File: src/newton_fractal_pixel_top_defines.svh
// ---------------------------------------------------------------------------
// Newton fractal pixel: assertion macros
// Shared concurrent assertion forms, clocked on clk and held off in reset.
// ---------------------------------------------------------------------------
`ifndef NEWTON_FRACTAL_PIXEL_TOP_DEFINES_SVH
`define NEWTON_FRACTAL_PIXEL_TOP_DEFINES_SVH

// Same-cycle implication.
`define NFP_ASSERT_IMPL(lbl, ante, cons, msg) \
  lbl: assert property (@(posedge clk) disable iff (!rst_n) (ante) |-> (cons)) \
    else $error(msg);

// Next-cycle implication.
`define NFP_ASSERT_NEXT(lbl, ante, cons, msg) \
  lbl: assert property (@(posedge clk) disable iff (!rst_n) (ante) |=> (cons)) \
    else $error(msg);

`endif

File: src/nfp_pkg.sv
// ---------------------------------------------------------------------------
// Newton fractal pixel package
// Types, constants, command/status structs and the datapath microprogram.
// ---------------------------------------------------------------------------
package nfp_pkg;

  localparam int IMAGE_WIDTH  = 800;
  localparam int IMAGE_HEIGHT = 600;

  localparam int PIX_W     = 10;
  localparam int Q_W       = 32;
  localparam int CNT_W     = 8;
  localparam int CFG_IDX_W = 2;
  localparam int PC_W      = 5;

  localparam logic [CFG_IDX_W-1:0] CFG_C_REAL   = 2'd0;
  localparam logic [CFG_IDX_W-1:0] CFG_C_IMAG   = 2'd1;
  localparam logic [CFG_IDX_W-1:0] CFG_STEP_CAP = 2'd2;

  localparam logic [Q_W-1:0]   C_REAL_RST   = 32'h1000_0000;
  localparam logic [Q_W-1:0]   C_IMAG_RST   = 32'h0000_0000;
  localparam logic [CNT_W-1:0] STEP_CAP_RST = 8'd50;

  // floor(1e-8 * 2^56)
  localparam logic [63:0] CONV_LIMIT = 64'd720575940;

  localparam logic signed [Q_W-1:0] Q_MAX = 32'sh7FFF_FFFF;
  localparam logic signed [Q_W-1:0] Q_MIN = 32'sh8000_0000;

  localparam logic [3:0] SHADE_K_RED   = 4'd5;
  localparam logic [3:0] SHADE_K_GREEN = 4'd7;
  localparam logic [3:0] SHADE_K_BLUE  = 4'd11;

  typedef enum logic [2:0] {
    OP_ZR, OP_ZI, OP_AR, OP_AI, OP_FR, OP_FI, OP_DR, OP_DI
  } opnd_t;

  typedef enum logic [1:0] {ACC_NONE, ACC_LD, ACC_ADD, ACC_SUB} acc_op_t;

  typedef enum logic [3:0] {
    WB_NONE, WB_AR, WB_AI, WB_FR, WB_FI, WB_MAG, WB_D, WB_DEN, WB_NUM, WB_Z
  } wb_t;

  typedef struct packed {
    opnd_t   a_sel;
    opnd_t   b_sel;
    acc_op_t acc;
    wb_t     wb;
    logic    last;
  } uop_t;

  typedef enum logic [1:0] {DIV_MAPX, DIV_MAPY, DIV_QR, DIV_QI} div_mode_t;

  typedef enum logic [1:0] {DV_IDLE, DV_RUN, DV_FIN} div_state_t;

  typedef enum logic [4:0] {
    ST_IDLE, ST_MAPX, ST_MAPX_W, ST_MAPY, ST_MAPY_W, ST_CUBE, ST_LIMIT,
    ST_DEN, ST_DZ, ST_NR, ST_DIVR, ST_DIVR_W, ST_NI, ST_DIVI, ST_DIVI_W,
    ST_ZUPD, ST_CUBE2, ST_CONV, ST_DONE
  } ctrl_state_t;

  typedef struct packed {
    uop_t      uop;
    logic      in_load;
    logic      div_start;
    div_mode_t div_mode;
    logic      n_inc;
    logic      n_max;
    logic      out_load;
  } ctrl_cmd_t;

  typedef struct packed {
    logic div_done;
    logic conv;
    logic den_zero;
    logic n_lim;
    logic out_free;
  } dp_stat_t;

  // Microprogram segment entry points
  localparam logic [PC_W-1:0] SEG_CM  = 5'd0;
  localparam logic [PC_W-1:0] SEG_DEN = 5'd14;
  localparam logic [PC_W-1:0] SEG_NR  = 5'd19;
  localparam logic [PC_W-1:0] SEG_NI  = 5'd23;

  function automatic logic signed [Q_W-1:0] sat_q(input logic signed [39:0] v);
    if (v > 40'sd2147483647) return Q_MAX;
    else if (v < -40'sd2147483648) return Q_MIN;
    else return v[Q_W-1:0];
  endfunction

  function automatic uop_t mk_uop(input opnd_t a, input opnd_t b, input acc_op_t c,
                                  input wb_t w, input logic l);
    uop_t u;
    u.a_sel = a;
    u.b_sel = b;
    u.acc   = c;
    u.wb    = w;
    u.last  = l;
    return u;
  endfunction

  // A product is registered in prod_r before the accumulator takes it into acc_r;
  // write-back then reads the registered acc_r.
  function automatic uop_t uop_rom(input logic [PC_W-1:0] addr);
    uop_t u;
    case (addr)
      // z^2, z^3 - c and |f|^2
      5'd0:  u = mk_uop(OP_ZR, OP_ZR, ACC_NONE, WB_NONE, 1'b0);
      5'd1:  u = mk_uop(OP_ZI, OP_ZI, ACC_LD,   WB_NONE, 1'b0);
      5'd2:  u = mk_uop(OP_ZR, OP_ZI, ACC_SUB,  WB_NONE, 1'b0);
      5'd3:  u = mk_uop(OP_ZR, OP_ZI, ACC_LD,   WB_AR,   1'b0);
      5'd4:  u = mk_uop(OP_AR, OP_ZR, ACC_ADD,  WB_NONE, 1'b0);
      5'd5:  u = mk_uop(OP_ZR, OP_ZR, ACC_LD,   WB_AI,   1'b0);
      5'd6:  u = mk_uop(OP_AI, OP_ZI, ACC_NONE, WB_NONE, 1'b0);
      5'd7:  u = mk_uop(OP_AR, OP_ZI, ACC_SUB,  WB_NONE, 1'b0);
      5'd8:  u = mk_uop(OP_AI, OP_ZR, ACC_LD,   WB_FR,   1'b0);
      5'd9:  u = mk_uop(OP_FR, OP_FR, ACC_ADD,  WB_NONE, 1'b0);
      5'd10: u = mk_uop(OP_ZR, OP_ZR, ACC_LD,   WB_FI,   1'b0);
      5'd11: u = mk_uop(OP_FI, OP_FI, ACC_NONE, WB_NONE, 1'b0);
      5'd12: u = mk_uop(OP_ZR, OP_ZR, ACC_ADD,  WB_NONE, 1'b0);
      5'd13: u = mk_uop(OP_ZR, OP_ZR, ACC_NONE, WB_MAG,  1'b1);
      // d = 3 z^2 and |d|^2
      5'd14: u = mk_uop(OP_ZR, OP_ZR, ACC_NONE, WB_D,    1'b0);
      5'd15: u = mk_uop(OP_DR, OP_DR, ACC_NONE, WB_NONE, 1'b0);
      5'd16: u = mk_uop(OP_DI, OP_DI, ACC_LD,   WB_NONE, 1'b0);
      5'd17: u = mk_uop(OP_ZR, OP_ZR, ACC_ADD,  WB_NONE, 1'b0);
      5'd18: u = mk_uop(OP_ZR, OP_ZR, ACC_NONE, WB_DEN,  1'b1);
      // real numerator fr*dr + fi*di
      5'd19: u = mk_uop(OP_FR, OP_DR, ACC_NONE, WB_NONE, 1'b0);
      5'd20: u = mk_uop(OP_FI, OP_DI, ACC_LD,   WB_NONE, 1'b0);
      5'd21: u = mk_uop(OP_ZR, OP_ZR, ACC_ADD,  WB_NONE, 1'b0);
      5'd22: u = mk_uop(OP_ZR, OP_ZR, ACC_NONE, WB_NUM,  1'b1);
      // imaginary numerator fi*dr - fr*di
      5'd23: u = mk_uop(OP_FI, OP_DR, ACC_NONE, WB_NONE, 1'b0);
      5'd24: u = mk_uop(OP_FR, OP_DI, ACC_LD,   WB_NONE, 1'b0);
      5'd25: u = mk_uop(OP_ZR, OP_ZR, ACC_SUB,  WB_NONE, 1'b0);
      5'd26: u = mk_uop(OP_ZR, OP_ZR, ACC_NONE, WB_NUM,  1'b1);
      default: u = mk_uop(OP_ZR, OP_ZR, ACC_NONE, WB_NONE, 1'b1);
    endcase
    return u;
  endfunction

endpackage

File: src/nfp_ctrl.sv
// ---------------------------------------------------------------------------
// Newton fractal pixel: controller
// Sequences mapping, Newton steps and result handoff; runs the microprogram.
// ---------------------------------------------------------------------------
`include "newton_fractal_pixel_top_defines.svh"

module nfp_ctrl import nfp_pkg::*; (
  input  logic      clk,
  input  logic      rst_n,
  input  logic      in_valid,
  output logic      in_stall,
  input  dp_stat_t  stat,
  output ctrl_cmd_t cmd
);

  ctrl_state_t     state_r, state_nxt;
  logic [PC_W-1:0] pc_r, pc_nxt;
  uop_t            uop_cur;
  logic            div_wait;

  function automatic logic [PC_W-1:0] seg_base(input ctrl_state_t s);
    case (s)
      ST_CUBE, ST_CUBE2: return SEG_CM;
      ST_DEN:            return SEG_DEN;
      ST_NR:             return SEG_NR;
      ST_NI:             return SEG_NI;
      default:           return SEG_CM;
    endcase
  endfunction

  assign uop_cur = uop_rom(pc_r);

  always_comb begin
    state_nxt = state_r;
    case (state_r)
      ST_IDLE:   if (in_valid) state_nxt = ST_MAPX;
      ST_MAPX:   state_nxt = ST_MAPX_W;
      ST_MAPX_W: if (stat.div_done) state_nxt = ST_MAPY;
      ST_MAPY:   state_nxt = ST_MAPY_W;
      ST_MAPY_W: if (stat.div_done) state_nxt = ST_CUBE;
      ST_CUBE:   if (uop_cur.last) state_nxt = ST_LIMIT;
      ST_LIMIT:  state_nxt = stat.n_lim ? ST_DONE : ST_DEN;
      ST_DEN:    if (uop_cur.last) state_nxt = ST_DZ;
      ST_DZ:     state_nxt = stat.den_zero ? ST_DONE : ST_NR;
      ST_NR:     if (uop_cur.last) state_nxt = ST_DIVR;
      ST_DIVR:   state_nxt = ST_DIVR_W;
      ST_DIVR_W: if (stat.div_done) state_nxt = ST_NI;
      ST_NI:     if (uop_cur.last) state_nxt = ST_DIVI;
      ST_DIVI:   state_nxt = ST_DIVI_W;
      ST_DIVI_W: if (stat.div_done) state_nxt = ST_ZUPD;
      ST_ZUPD:   state_nxt = ST_CUBE2;
      ST_CUBE2:  if (uop_cur.last) state_nxt = ST_CONV;
      ST_CONV:   state_nxt = stat.conv ? ST_DONE : ST_LIMIT;
      ST_DONE:   if (stat.out_free) state_nxt = ST_IDLE;
      default:   state_nxt = ST_IDLE;
    endcase
    pc_nxt = (state_nxt != state_r) ? seg_base(state_nxt) : pc_r + 1'b1;
  end

  always_comb begin
    cmd           = '0;
    cmd.uop       = mk_uop(OP_ZR, OP_ZR, ACC_NONE, WB_NONE, 1'b0);
    cmd.div_mode  = DIV_QR;
    case (state_r)
      ST_IDLE:  cmd.in_load = in_valid;
      ST_MAPX: begin
        cmd.div_start = 1'b1;
        cmd.div_mode  = DIV_MAPX;
      end
      ST_MAPY: begin
        cmd.div_start = 1'b1;
        cmd.div_mode  = DIV_MAPY;
      end
      ST_CUBE, ST_DEN, ST_NR, ST_NI, ST_CUBE2: cmd.uop = uop_cur;
      ST_DZ:    cmd.n_max = stat.den_zero;
      ST_DIVR: begin
        cmd.div_start = 1'b1;
        cmd.div_mode  = DIV_QR;
      end
      ST_DIVI: begin
        cmd.div_start = 1'b1;
        cmd.div_mode  = DIV_QI;
      end
      ST_ZUPD:  cmd.uop.wb = WB_Z;
      ST_CONV:  cmd.n_inc = !stat.conv;
      ST_DONE:  cmd.out_load = stat.out_free;
      default: ;
    endcase
  end

  // hold the input off in reset as well as while a pixel is in flight
  assign in_stall = (state_r != ST_IDLE) || !rst_n;

  assign div_wait = (state_r == ST_MAPX_W) || (state_r == ST_MAPY_W) ||
                    (state_r == ST_DIVR_W) || (state_r == ST_DIVI_W);

  always_ff @(posedge clk) begin
    if (!rst_n) begin
      state_r <= ST_IDLE;
      pc_r    <= SEG_CM;
    end else begin
      state_r <= state_nxt;
      pc_r    <= pc_nxt;
    end
  end

  `NFP_ASSERT_IMPL(a_out_load_free, cmd.out_load, stat.out_free, "result register overwritten")
  `NFP_ASSERT_IMPL(a_div_done_wait, stat.div_done, div_wait, "divider done outside a wait")
  `NFP_ASSERT_NEXT(a_accept_maps, in_valid && !in_stall, state_r == ST_MAPX, "word not mapped")

endmodule

File: config.mk
export PLATFORM = sky130hd
export DESIGN_NAME = nfp_ctrl
export DESIGN_NICKNAME = d
export VERILOG_FILES = /design/src/nfp_pkg.sv /design/src/nfp_ctrl.sv
export VERILOG_INCLUDE_DIRS = /design/src /design/src/src
export SDC_FILE = /design/constraint.sdc
export NUM_CORES = 1
export LEC_CHECK = 0
export BUFFER_PORTS_ARGS = -buffer_cell sky130_fd_sc_hd__clkbuf_2
export CORE_MARGIN = 4
export CORE_UTILIZATION = 55
export DETAILED_ROUTE_END_ITERATION = 16
export GPL_ROUTABILITY_DRIVEN = 0
export GPL_TIMING_DRIVEN = 0
export HOLD_SLACK_MARGIN = 0.08
export PLACE_DENSITY_LB_ADDON = 0.2
export REMOVE_ABC_BUFFERS = 1
export SLEW_MARGIN = 20
export SYNTH_ARGS = -nofsm -noshare
export SYNTH_HDL_FRONTEND = slang
export SYNTH_SLANG_ARGS = --single-unit
File: constraint.sdc
create_clock -name clk -period 3.96 [get_ports clk]
set_clock_uncertainty 0.2 [all_clocks]
set_input_delay 1.188 -clock clk [delete_from_list [all_inputs] [get_ports clk]]
set_output_delay 1.188 -clock clk [all_outputs]
set_load 0.02 [all_outputs]
# Yosys cells after proc, flatten, opt, wreduce, memory -nomap -nowiden
# Memories as Yosys holds them, arrays and structs flattened. A register that Yosys moved wholly into a read port is not among the register bits.
# Cells that the tools add are included.
[word_totals]
register_bits = 10
rom_bits = 416
input_bits = 8
word_cells = 58
mem_count = 1
[mem_list]
columns = ["name", "depth", "word_bits", "read_ports", "rd_ports_with_merged_regs", "write_ports", "line", "rtl"]
rows = [
  ["(name not given)", 32, 13, 1, 1, 0, "nfp_pkg.sv:107", "case (addr)"],
]
[classes]
n_addsub = 1
eq_ne = 22
muxes = 26
n_reduce_logical = 6
[ops]
columns = ["cell", "n"]
rows = [
  ["5-bit one-hot mux with 19 select lines", 1],
  ["5-bit two-way mux", 16],
  ["5-bit by 4-bit equality test with 1-bit output (second input constant)", 10],
  ["5-bit by 3-bit equality test with 1-bit output (second input constant)", 5],
  ["5-bit equality test (second input constant)", 3],
  ["5-bit one-hot mux with 3 select lines", 1],
  ["3-bit one-hot mux with 4 select lines", 1],
  ["5-bit by 2-bit equality test with 1-bit output (second input constant)", 2],
  ["8-bit two-way mux", 1],
  ["4-bit one-hot mux with 2 select lines", 1],
  ["5-bit by 1-bit adder with 5-bit output (second input constant)", 1],
  ["5-bit by 1-bit equality test with 1-bit output (second input constant)", 1],
  ["5-bit logical NOT", 1],
  ["1-bit two-way mux", 5],
  ["5-bit inequality test", 1],
  ["5-bit nonzero test", 1],
  ["5-bit OR reduction", 1],
  ["1-bit logical NOT", 2],
  ["1-bit logical OR", 1],
]

# Logic depth before layout (Yosys ltp)
# Gate-level depths: netlist (run 1).
[depth]
word_depth = 6
depth_mapped = 15

# Least setup slack after synthesis (run 1)
# Ideal clock, no wire load.
[synth_timing]
path_type = "in2reg"
startpoint = "input port stat[4] in the netlist's numbering"
endpoint = "register uop_cur[10] (netlist name)"
t_arrival_ns = 3.489
required_time_ns = 3.638
slack_ns = 0.149
cell_stages = 12
path_buffers = 1
cell_sequence = "nand2_1 or4b_4 o31ai_4 nor4b_2 or3_1 buf_6 a31oi_4 inv_1 ha_1 nand2_1 o21ai_0 a221o_1"
[synth_between]
elab_chain_cells = 6
elab_cells_between_ends = 12
classes_between = "eq/ne (4); mux (8)"
[synth_rtl]
columns = ["item", "line", "rtl"]
rows = [
  ["from (decl)", "nfp_ctrl.sv:12", "input dp_stat_t stat,"],
  ["5-bit two-way mux, on equally long branches", "--", ""],
  ["5-bit one-hot mux with 19 select lines *", "nfp_ctrl.sv:35", "case (state_r)"],
  ["5-bit by 4-bit equality test with 1-bit output or 5-bit by 3-bit equality test with 1-bit output (tied branches)", "nfp_ctrl.sv:22", "case (s)"],
  ["5-bit one-hot mux with 3 select lines", "nfp_ctrl.sv:22", ""],
  ["5-bit two-way mux *", "nfp_ctrl.sv:57", "pc_nxt = (state_nxt != state_r) ? seg_base(state_nxt) : pc_r + 1'b1;"],
  ["5-bit two-way mux (no source line) *", "--", ""],
]
# Every way passes the cells marked *; elsewhere a longest branch is shown, timed or not.
# A chain may end at the register's enable or synchronous reset.

# Worst setup path after layout (run 1)
[layout_timing]
startpoint = "input port stat[4] in the netlist's numbering"
endpoint = "register uop_cur[6] (netlist name)"
[layout_between]
elab_chain_cells = 6
elab_cells_between_ends = 12
classes_between = "eq/ne (4); mux (8)"
[layout_rtl]
columns = ["item", "line"]
rows = [
  ["5-bit two-way mux, on equally long branches", "--"],
  ["5-bit one-hot mux with 19 select lines *", "nfp_ctrl.sv:35"],
  ["5-bit by 4-bit equality test with 1-bit output or 5-bit by 3-bit equality test with 1-bit output (tied branches)", "nfp_ctrl.sv:22"],
  ["5-bit one-hot mux with 3 select lines", "nfp_ctrl.sv:22"],
  ["5-bit two-way mux *", "nfp_ctrl.sv:57"],
  ["5-bit two-way mux (no source line) *", "--"],
]
# Marks and branches as above.

==> results of run 1 <==
[sequential cells by signal, indices dropped and copies added, names as in the netlist]
register and count:
uop_cur 12, pc_r 5, state_r 5
[worst register-to-register path: cells and delay by family (launching register included)]
| family | cells | cell delay (ps) |
|---|---|---|
| adders and majority gates | 1 | 290 |
| AOI/OAI and AO/OA | 3 | 670 |
| and+or+nand+nor | 6 | 1570 |
| DFF | 1 | 720 |
| buffers and inverters | 1 | 140 |
[layer usage]
layer / vias up / global-route usage [%] / wire, um
met1: 834 / 31.14 / 2132
met3: 2 / 3.035 / 276
met4: 0 / 2.278 / 21
met5: - / 0 / 0
li1: 934 / - / -
met2: 49 / 27.97 / 1951
[where the power goes]
group          internal [W]  total, W  switching, W
logic              0.000292  0.000700      0.000408
registers          0.000288  0.000365     0.0000775
clock network      0.000102  0.000172     0.0000697
[logic make-up after synthesis]
logic type      synth area share (%)
flops                          23.01
fa+ha+maj                      2.614
mux                            1.569
buf+inv                        9.085
compound gates                 30.46
simple gates                   31.90
xor+xnor                       1.373
[synthesized netlist by cell type (3+ instances only)]
cell | number | area, sq um
nor3_1 | 5 | 25.02
o21ai_0 | 15 | 75.07
o221ai_1 | 3 | 26.28
buf_6 | 4 | 45.04
a21oi_1 | 10 | 50.05
and2_1 | 6 | 37.54
nand2b_1 | 5 | 31.28
nand4_1 | 3 | 18.77
xnor2_1 | 3 | 26.28
buf_2 | 12 | 60.06
inv_1 | 8 | 30.03
nor2b_1 | 19 | 118.9
dfxtp_1 | 22 | 440.4
o31ai_1 | 4 | 30.03
mux2i_1 | 3 | 30.03
ha_1 | 4 | 50.05
clkbuf_1 | 3 | 11.26
nor2_1 | 19 | 71.32
nand2_1 | 21 | 78.83
nand3_1 | 9 | 45.04
a31oi_1 | 4 | 25.02
a221oi_2 | 3 | 45.04
[repair_timing]
action,4_1_cts,5_1_grt
hold endpoints to repair,0,0
buffers inserted,0,5
pin swaps,0,2
gates resized for setup,6,6
endpoints found under the setup margin,25,24
[worst min-delay path by stage]
stage | from | end | slack (ps) | cells past startpoint
5_1_grt | pc_r[0] | uop_cur[9] | 550 | 3
2_1_floorplan | pc_r[0] | pc_r[0] | 390 | 2
4_1_cts | pc_r[0] | uop_cur[9] | 500 | 3
3_3_place_gp | pc_r[0] | pc_r[0] | 460 | 2
6_report | pc_r[0] | uop_cur[9] | 500 | 3
3_5_place_dp | pc_r[0] | pc_r[0] | 470 | 2
[cell type report]
type                            count  share of cell area, %
Sequential cell                    22                  21.07
Inverter                           10                  1.775
Tap cell                           46                  2.722
Timing Repair Buffer               33                  8.402
Clock buffer                        3                  1.065
Multi-Input combinational cell    190                  63.55
Clock inverter                      1                  1.420
[through the flow]
stage / hold WS, ps / total power, W / setup TNS (ps)
6_report: 496.8 / 0.001237 / 0
5_1_grt: 550.3 / 0.001332 / 0
4_1_cts: 500.8 / 0.001188 / 0
3_5_place_dp: 473.5 / 0.001002 / -8270
3_3_place_gp: 456.2 / 0.0009989 / -7786
2_1_floorplan: 394.7 / 0.0008493 / -1043
==> metrics.md, run 1 <==
| Metric | Value |
|---|---|
| Die Ht | `67.00 um` |
| Worst setup path start | `stat[4]` |
| DIE AREA | `4488 sq um` |
| Final instance area | `2115 sq um` |
| RSZ-0062 raised after global routing | `no` |
| Fin crit share | `94.87%` |
| Worst Path Max Fanout | `7` |
| Min-delay worst type | `flop to flop` |
| Synth Instances | `244` |
| Sequential cell area | `445.4 sq um` |
| DR pass1 iterations | `4` |
| Worst Max-Slew Pin Slew | `649.4 ps` |
| Area after DPL | `1976 sq um` |
| Fillers | `308` |
| Worst slew margin | `56.14%` |
| Worst r2r src | `state_r[4]` |
| CP cell instances | `clkbuf_2 -> o2111ai_1 -> nand4_1 -> or4_1 -> nand3_2 -> a2bb2o_2 -> inv_1 -> ha_1 -> nand2_1 -> o221ai_1 -> a21oi_1` |
| WP buf/inv | `2` |
| Slowest cell on crit path | `or4_1` |
| Std-Cell Rows | `21` |
| Leading cell type in the layout, fill and taps excluded | `clkbuf_2` |
| Die W | `67.00 um` |
| Status | `finished, final reports clean` |
| Final worst setup slack | `203.2 ps` |
| Initial DRC count | `110` |
| Crit Path Class | `input port to flop` |
| Post-layout nets | `272` |
| Worst VDD drop | `0.4647 mV` |
| Critical Path AT | `3790 ps` |
| # IOs | `29` |
| Layout cells sized above 1 | `25.10%` |
| Most frequent cells in the layout | `clkbuf_2 (28), nand2_1 (21), nor2_1 (19)` |
| Total core area | `3337 sq um` |
| DRC violations left | `0` |
| Vias in the first global route | `1417` |
| Syn avg cell area | `7.846 sq um` |
| Max Cap Viol | `0` |
| Leak | `0.8280 nW` |
| Reg2reg end | `uop_cur[6]` |
| Final core utilization | `63.37%` |
| GRT Overall Usage | `19.62%` |
| Critical Path End | `uop_cur[6]` |
| Global-route wire length before repair | `6955 um` |
| Sequential cell area fraction in the yosys report | `23.01%` |
| Clock sink total | `22` |
| Antenna violation net count after detailed routing | `0` |
| Ys flop type | `dfxtp_1` |
| Slowest stage delay, CP | `640 ps` |
| Flop2flop setup slack | `320 ps` |
| WL per Instance | `14.36 um` |
| YS warnings | `0` |
| Critical Path Sink Type | `flop` |
| Crit path max-delay family | `simple AND/OR/NAND/NOR gates` |
| Placement Setup Slack | `-875.6 ps` |
| Post-synth ARST share | `0%` |
| Mapped Area | `1914 sq um` |
| Max Slew Vio Count | `0` |
| Yosys cell types | `67` |
| Post-synth EDFFs | `0` |
| CTS H-tree lvls | `1` |
| Diode count | `0` |
| Via density | `5.964` |
| Initial antenna violation count | `0` |
| Post-Place Cells | `296` |
| IO Port Bufs | `28` |
| Area of the multi-input gates | `1344 sq um` |
| Clock latency on the worst-skew pair | `300 ps` |
| Grt ovf | `0` |
| Synth Register Bits | `22` |
| CTS tree | `built` |
| Power Dens Cells | `585.1 nW/um^2` |
| Post-DP HPWL | `3062 um` |
| Root Driver | `clkbuf_4` |
| Setup-failing EPs final | `0` |
| Inserted Clock Buffers | `3` |
| Non-filler instance count after layout | `305` |
| Worst EP required | `4000 ps` |
| Achievable Freq | `266.2 MHz` |
| Clock transition at the registers of the reported paths | `130 ps` |
| Reg2Reg Depth | `11` |
| Starting Density | `57.37%` |
| Minimum clock period | `3757 ps` |
| WP depth | `11` |
| Layout area overhead | `10.46%` |
| # hold bufs at CTS | `0` |
| Clk buf depth | `2` |
| Startpoint Class | `input port` |
| Largest net degree at the start of global routing | `28` |
| Total number of vias | `1819` |
| DRT Wirelength | `4381 um` |
| Endpoints failing hold | `0` |
No activity file was read; power rests on OpenSTA's default activity.
==> run 2: changes to the inputs <==
- ABC_AREA: default -> 1
- SKIP_LAST_GASP: default -> 1
==> metrics.md, run 2 <==
| Metric | Value |
|---|---|
| Leak | `1.325 nW` |
| GRT met3 Usage | `3.043%` |
| # hold bufs at CTS | `0` |
| CTS H-tree lvls | `1` |
| Area of the multi-input gates | `1398 sq um` |
| Worst Path Max Fanout | `12` |
| Slowest stage delay, CP | `580 ps` |
| DR pass1 iterations | `4` |
| Minimum clock period | `3528 ps` |
| Clock sink total | `22` |
| Max Cap Viol | `0` |
| Post-synth ARST share | `0%` |
| Crit Path Class | `flop to output port` |
| YS warnings | `0` |
| Met2 Track Usage GR | `38.67%` |
| Post_cts resized | `0` |
| Layout area overhead | `10.33%` |
| Area after DPL | `2256 sq um` |
| Vias in the first global route | `2098` |
| Status | `finished, final reports clean` |
| Max reg flops | `12` |
| Total core area | `3661 sq um` |
| Clk buf depth | `2` |
| Via density | `5.322` |
| Leading cell type in the layout, fill and taps excluded | `nand2_1` |
| Worst EP required | `2570 ps` |
| Worst VDD drop | `0.3698 mV` |
| DRC violations left | `0` |
| CP cell instances | `inv_2 -> nand3_1 -> nand2_1 -> nor3_2 -> buf_4 -> nor2_1 -> clkbuf_2` |
| Count leader, synth | `nand2_1` |
| Root Driver | `clkbuf_8` |
| Fin Setup TNS | `0 ps` |
| Die W | `69.71 um` |
| Synth top area cells | `dfxtp_1 (21%), nand2_1 (18%), nand3_1 (9.8%)` |
| Inserted Clock Buffers | `3` |
| Global-route wire length before repair | `8928 um` |
| Initial DRC count | `180` |
| M1 GR Usage | `26.80%` |
| RSZ-0062 raised after global routing | `no` |
| Std-Cell Rows | `22` |
| IO Port Bufs | `28` |
| Critical Path AT | `2140 ps` |
| Cells on Worst Hold Path | `3` |
| Clock latency on the worst-skew pair | `270 ps` |
| Synth Instances | `351` |
| Diode count | `0` |
| DIE AREA | `4859 sq um` |
| Slowest cell on crit path | `dfxtp_1` |
| Max Slew Vio Count | `0` |
| Synth Register Bits | `22` |
| Syn avg cell area | `5.967 sq um` |
| Hold Slack | `439.1 ps` |
| # IOs | `29` |
| Yosys top cell area share | `21.03%` |
| CTS tree | `built` |
| Worst Max-Slew Pin Slew | `429.3 ps` |
| Post-synth EDFFs | `0` |
| Antenna violation net count after detailed routing | `0` |
| Mapped Area | `2095 sq um` |
| Total number of vias | `2262` |
| Fin crit share | `89.08%` |
| Design Power | `0.0009368 W` |
| WL per Instance | `12.49 um` |
| Most frequent cells in the layout | `nand2_1 (98), nor2_1 (47), inv_1 (44)` |
| GRT Overall Usage | `22.39%` |
| GR peak layer | `met2` |
| Post-layout nets | `390` |
| Sequential cell area fraction in the yosys report | `21.03%` |
| Initial antenna violation count | `0` |
| Startpoint Class | `flop` |
| Clock transition at the registers of the reported paths | `80 ps` |
| Ys flop type | `dfxtp_1` |
| Fillers | `374` |
| Power Dens Cells | `405.4 nW/um^2` |
| Endpoints failing hold | `0` |
| Achievable Freq | `283.5 MHz` |
| Largest net degree at the start of global routing | `17` |
| Critical Path Sink Type | `output port` |
| Reg2Reg Depth | `20` |
| Setup-failing EPs final | `0` |
| Starting Density | `57.21%` |
| Layout cells sized above 1 | `23.87%` |
| Sequential cell area | `440.4 sq um` |
| DRT Wirelength | `5309 um` |
| Post-DP HPWL | `4233 um` |
| Grt ovf | `0` |
| Setup Buffers After CTS | `0` |
| Yosys cell types | `31` |
| Die Ht | `69.71 um` |
| Commonest cells in the synthesized netlist | `nand2_1 (98), nor2_1 (47), inv_1 (44), nand3_1 (41), dfxtp_1 (22)` |
| Worst slew margin | `71.35%` |
| Yosys top cell by area | `dfxtp_1` |
| Min-delay worst type | `flop to flop` |
| Final instance area | `2311 sq um` |
==> run 2: cell count changes in the layout (fill, tap and decap cells not counted), sizes merged, moves of 6 or more <==
cell   delta
nor2     +40
and2      -6
nand3    +43
nand4     +8
nor2b    -18
nand2    +90
inv      +46
==> run 2: worst paths after layout <==
kind               from    endpoint  slack, ps
max          state_r[4]     cmd[16]        430
min             pc_r[0]     pc_r[0]        440
max reg2reg  state_r[4]  uop_cur[8]        610
min reg2reg     pc_r[0]     pc_r[0]        440
==> run 2: metrics by stage <==
stage,std cells,utilization [%],worst slack [ps]
after floorplan,344,-,655.8
after global placement,420,61.28,-36.12
after detailed placement,421,61.62,226.0
after CTS,425,63.12,444.4
after global routing,425,63.12,163.7
final,425,63.12,432.4
==> run 2: area by class of cell <==
class | count | share of cell area, %
inverters | 56 | 9.096
flip-flops and latches | 22 | 19.06
clock buffers | 4 | 2.382
repair buffers | 29 | 6.389
multi-input cells | 266 | 60.48
well taps | 48 | 2.599
==> run 2: critical path, delay by kind of cell, from the launching register on <==
| family | cells | cell delay, ps |
|---|---|---|
| buffers and inverters | 3 | 590 |
| flip-flops | 1 | 580 |
| AND/OR/NAND/NOR | 4 | 680 |
==> run 2: routing by layer <==
metal	part of all wire, %	routed length, um
met2	46	2456
met4	3.0	159
met5	0	0
met1	43	2260
met3	8.1	432
==> run 2: cells by family after synthesis <==
group	share of synthesized area (%)
and+or+nand+nor	57.11
buffers and inverters	12.48
DFF	21.03
AOI/OAI and AO/OA	5.735
adders and majority gates	2.390
xor gates and xnor gates	1.255
==> run 2: power breakdown <==
| part | internal, W | switching (W) |
|---|---|---|
| Clock | 0.0000889 | 0.0000769 |
| Combinational | 0.000146 | 0.000325 |
| Sequential | 0.000273 | 0.0000262 |
==> run 3: changes to the inputs <==
- CTS_BUF_LIST: default -> sky130_fd_sc_hd__clkbuf_16
==> metrics.md, run 3 (same netlist as run 2, synthesis figures left out) <==
| Metric | Value |
|---|---|
| Layout area overhead | `11.47%` |
| Inserted Clock Buffers | `3` |
| Max Slew Vio Count | `0` |
| Post-Place Cells | `421` |
| IO Port Bufs | `28` |
| Root Driver | `clkbuf_16` |
| Clk buf depth | `2` |
| DRC violations left | `0` |
| Status | `finished, final reports clean` |
| Achievable Freq | `284.5 MHz` |
| Met2 Track Usage GR | `39.30%` |
| Switching Power | `0.0004344 W` |
| Startpoint Class | `input port` |
| Initial DRC count | `180` |
| Worst Path Max Fanout | `6` |
| Worst VDD drop | `0.3393 mV` |
| Via density | `5.329` |
| GRT Overall Usage | `22.78%` |
| Total core area | `3661 sq um` |
| CTS H-tree lvls | `1` |
| Setup-failing EPs final | `0` |
| Crit Path Class | `input port to flop` |
| RSZ-0062 raised after global routing | `no` |
| Total number of vias | `2265` |
| Comb power frac | `47.7%` |
| Starting Density | `57.21%` |
| Critical Path AT | `3460 ps` |
| M1 GR Usage | `27.42%` |
| Worst Max-Slew Pin Slew | `433.8 ps` |
| GRT met3 Usage | `3.623%` |
| CTS tree | `built` |
| WL per Instance | `12.62 um` |
| Sw Share | `43.90%` |
| Clock transition at the registers of the reported paths | `60 ps` |
| Post_cts resized | `0` |
| Leading cell type in the layout, fill and taps excluded | `nand2_1` |
| Leak | `1.335 nW` |
| DR pass1 iterations | `4` |
| GR peak layer | `met2` |
| Max reg flops | `12` |
| DRT Wirelength | `5365 um` |
| Clock latency on the worst-skew pair | `260 ps` |
| Pint | `0.0005550 W` |
| Layout cells sized above 1 | `23.61%` |
| Most frequent cells in the layout | `nand2_1 (98), nor2_1 (47), inv_1 (44)` |
| Part of the power in the clock network | `22.0%` |
| Setup Buffers After CTS | `0` |
| Minimum clock period | `3515 ps` |
| Power Dens Cells | `423.8 nW/um^2` |
| Post-layout nets | `390` |
| # IOs | `29` |
| Reg2Reg Depth | `20` |
| Worst slew margin | `71.04%` |
| Critical Path Sink Type | `flop` |
| Worst EP required | `3910 ps` |
| Fin crit share | `88.77%` |
| Global-route wire length before repair | `9073 um` |
| Worst setup path start | `stat[4]` |
| Worst r2r src | `state_r[4]` |
| Clock sink total | `22` |
| Vias in the first global route | `2094` |
| Sequential share of power | `30.3%` |
| Max Cap Viol | `0` |
| Endpoints failing hold | `0` |
| Initial antenna violation count | `0` |
| Die Ht | `69.71 um` |
| Non-filler instance count after layout | `425` |
| # hold bufs at CTS | `0` |
| Cells on Worst Hold Path | `3` |
| DIE AREA | `4859 sq um` |
| Largest net degree at the start of global routing | `17` |
| Diode count | `0` |
| Antenna violation net count after detailed routing | `0` |
| Grt ovf | `0` |
| Die W | `69.71 um` |
| Post-DP HPWL | `4233 um` |
| Final core utilization | `63.77%` |
| Hold wc startpoint | `pc_r[0]` |
| Std-Cell Rows | `22` |
| Min-delay worst type | `flop to flop` |
==> run 3: changes by cell type in the layout (fill, tap and decap cells not counted), sizes merged <==
cell / change
clkinv: +1
clkbuf: -1
==> run 3: metal layers <==
metal | vias up | share of wire [%]
li1 | 1167 | -
met3 | 14 | 6.5
met5 | - | 0
met4 | 0 | 2.5
met2 | 86 | 46
met1 | 998 | 44
==> run 3: power by group through the flow <==
stage	logic, W	clock network (W)	registers [W]
floorplan	0.000375	0	0.000298
global placement	0.000459	0	0.000303
detailed placement	0.000465	0	0.000305
CTS	0.000469	0.000220	0.000299
global route	0.000529	0.000233	0.000305
finish	0.000472	0.000218	0.000300
==> run 3: layout make-up <==
cell class | instances | area, sq um
clock inverter | 1 | 3.754
multi-input combinational | 266 | 1398
timing repair buffer | 29 | 147.6
fill | 372 | 1326
inverter | 56 | 210.2
sequential | 22 | 440.4
clock buffer | 3 | 75.07
tap | 48 | 60.06
==> run 3: final timing paths <==
kind | endpoint | slack, ps
worst max register to register | uop_cur[8] | 580
worst min-delay path | pc_r[0] | 440
worst min register to register | pc_r[0] | 440
worst max-delay path | uop_cur[8] | 440
==> run 3: worst max-delay path: stages <==
cell and delay, ps:
clkbuf_2 110, inv_1 80, nand2_1 60, nand3b_1 170, nand2_1 80, nor2_1 100
nand2_1 60, nor2_1 280, nand3_1 190, nand2_1 100, nor2_1 40, nand2_1 80
nand3_2 140, ha_1 310, nand2_1 100, inv_2 50, nand2_2 80, o21ai_1 70
nand2_1 100, nand2_1 70
==> run 3: stage by stage <==
stage                     cell area, sq um  TNS, ps  total power, W  setup slack, ps  hold slack, ps
final                                 2335        0       0.0009894            444.6           440.8
after global routing                  2335        0        0.001067            143.4           497.7
after CTS                             2335        0       0.0009876            469.4           442.1
after detailed placement              2256        0       0.0007701            226.0           420.3
after global placement                2243   -50.88       0.0007621           -36.12           426.6
after floorplan                       2043        0       0.0006730            655.8           356.5
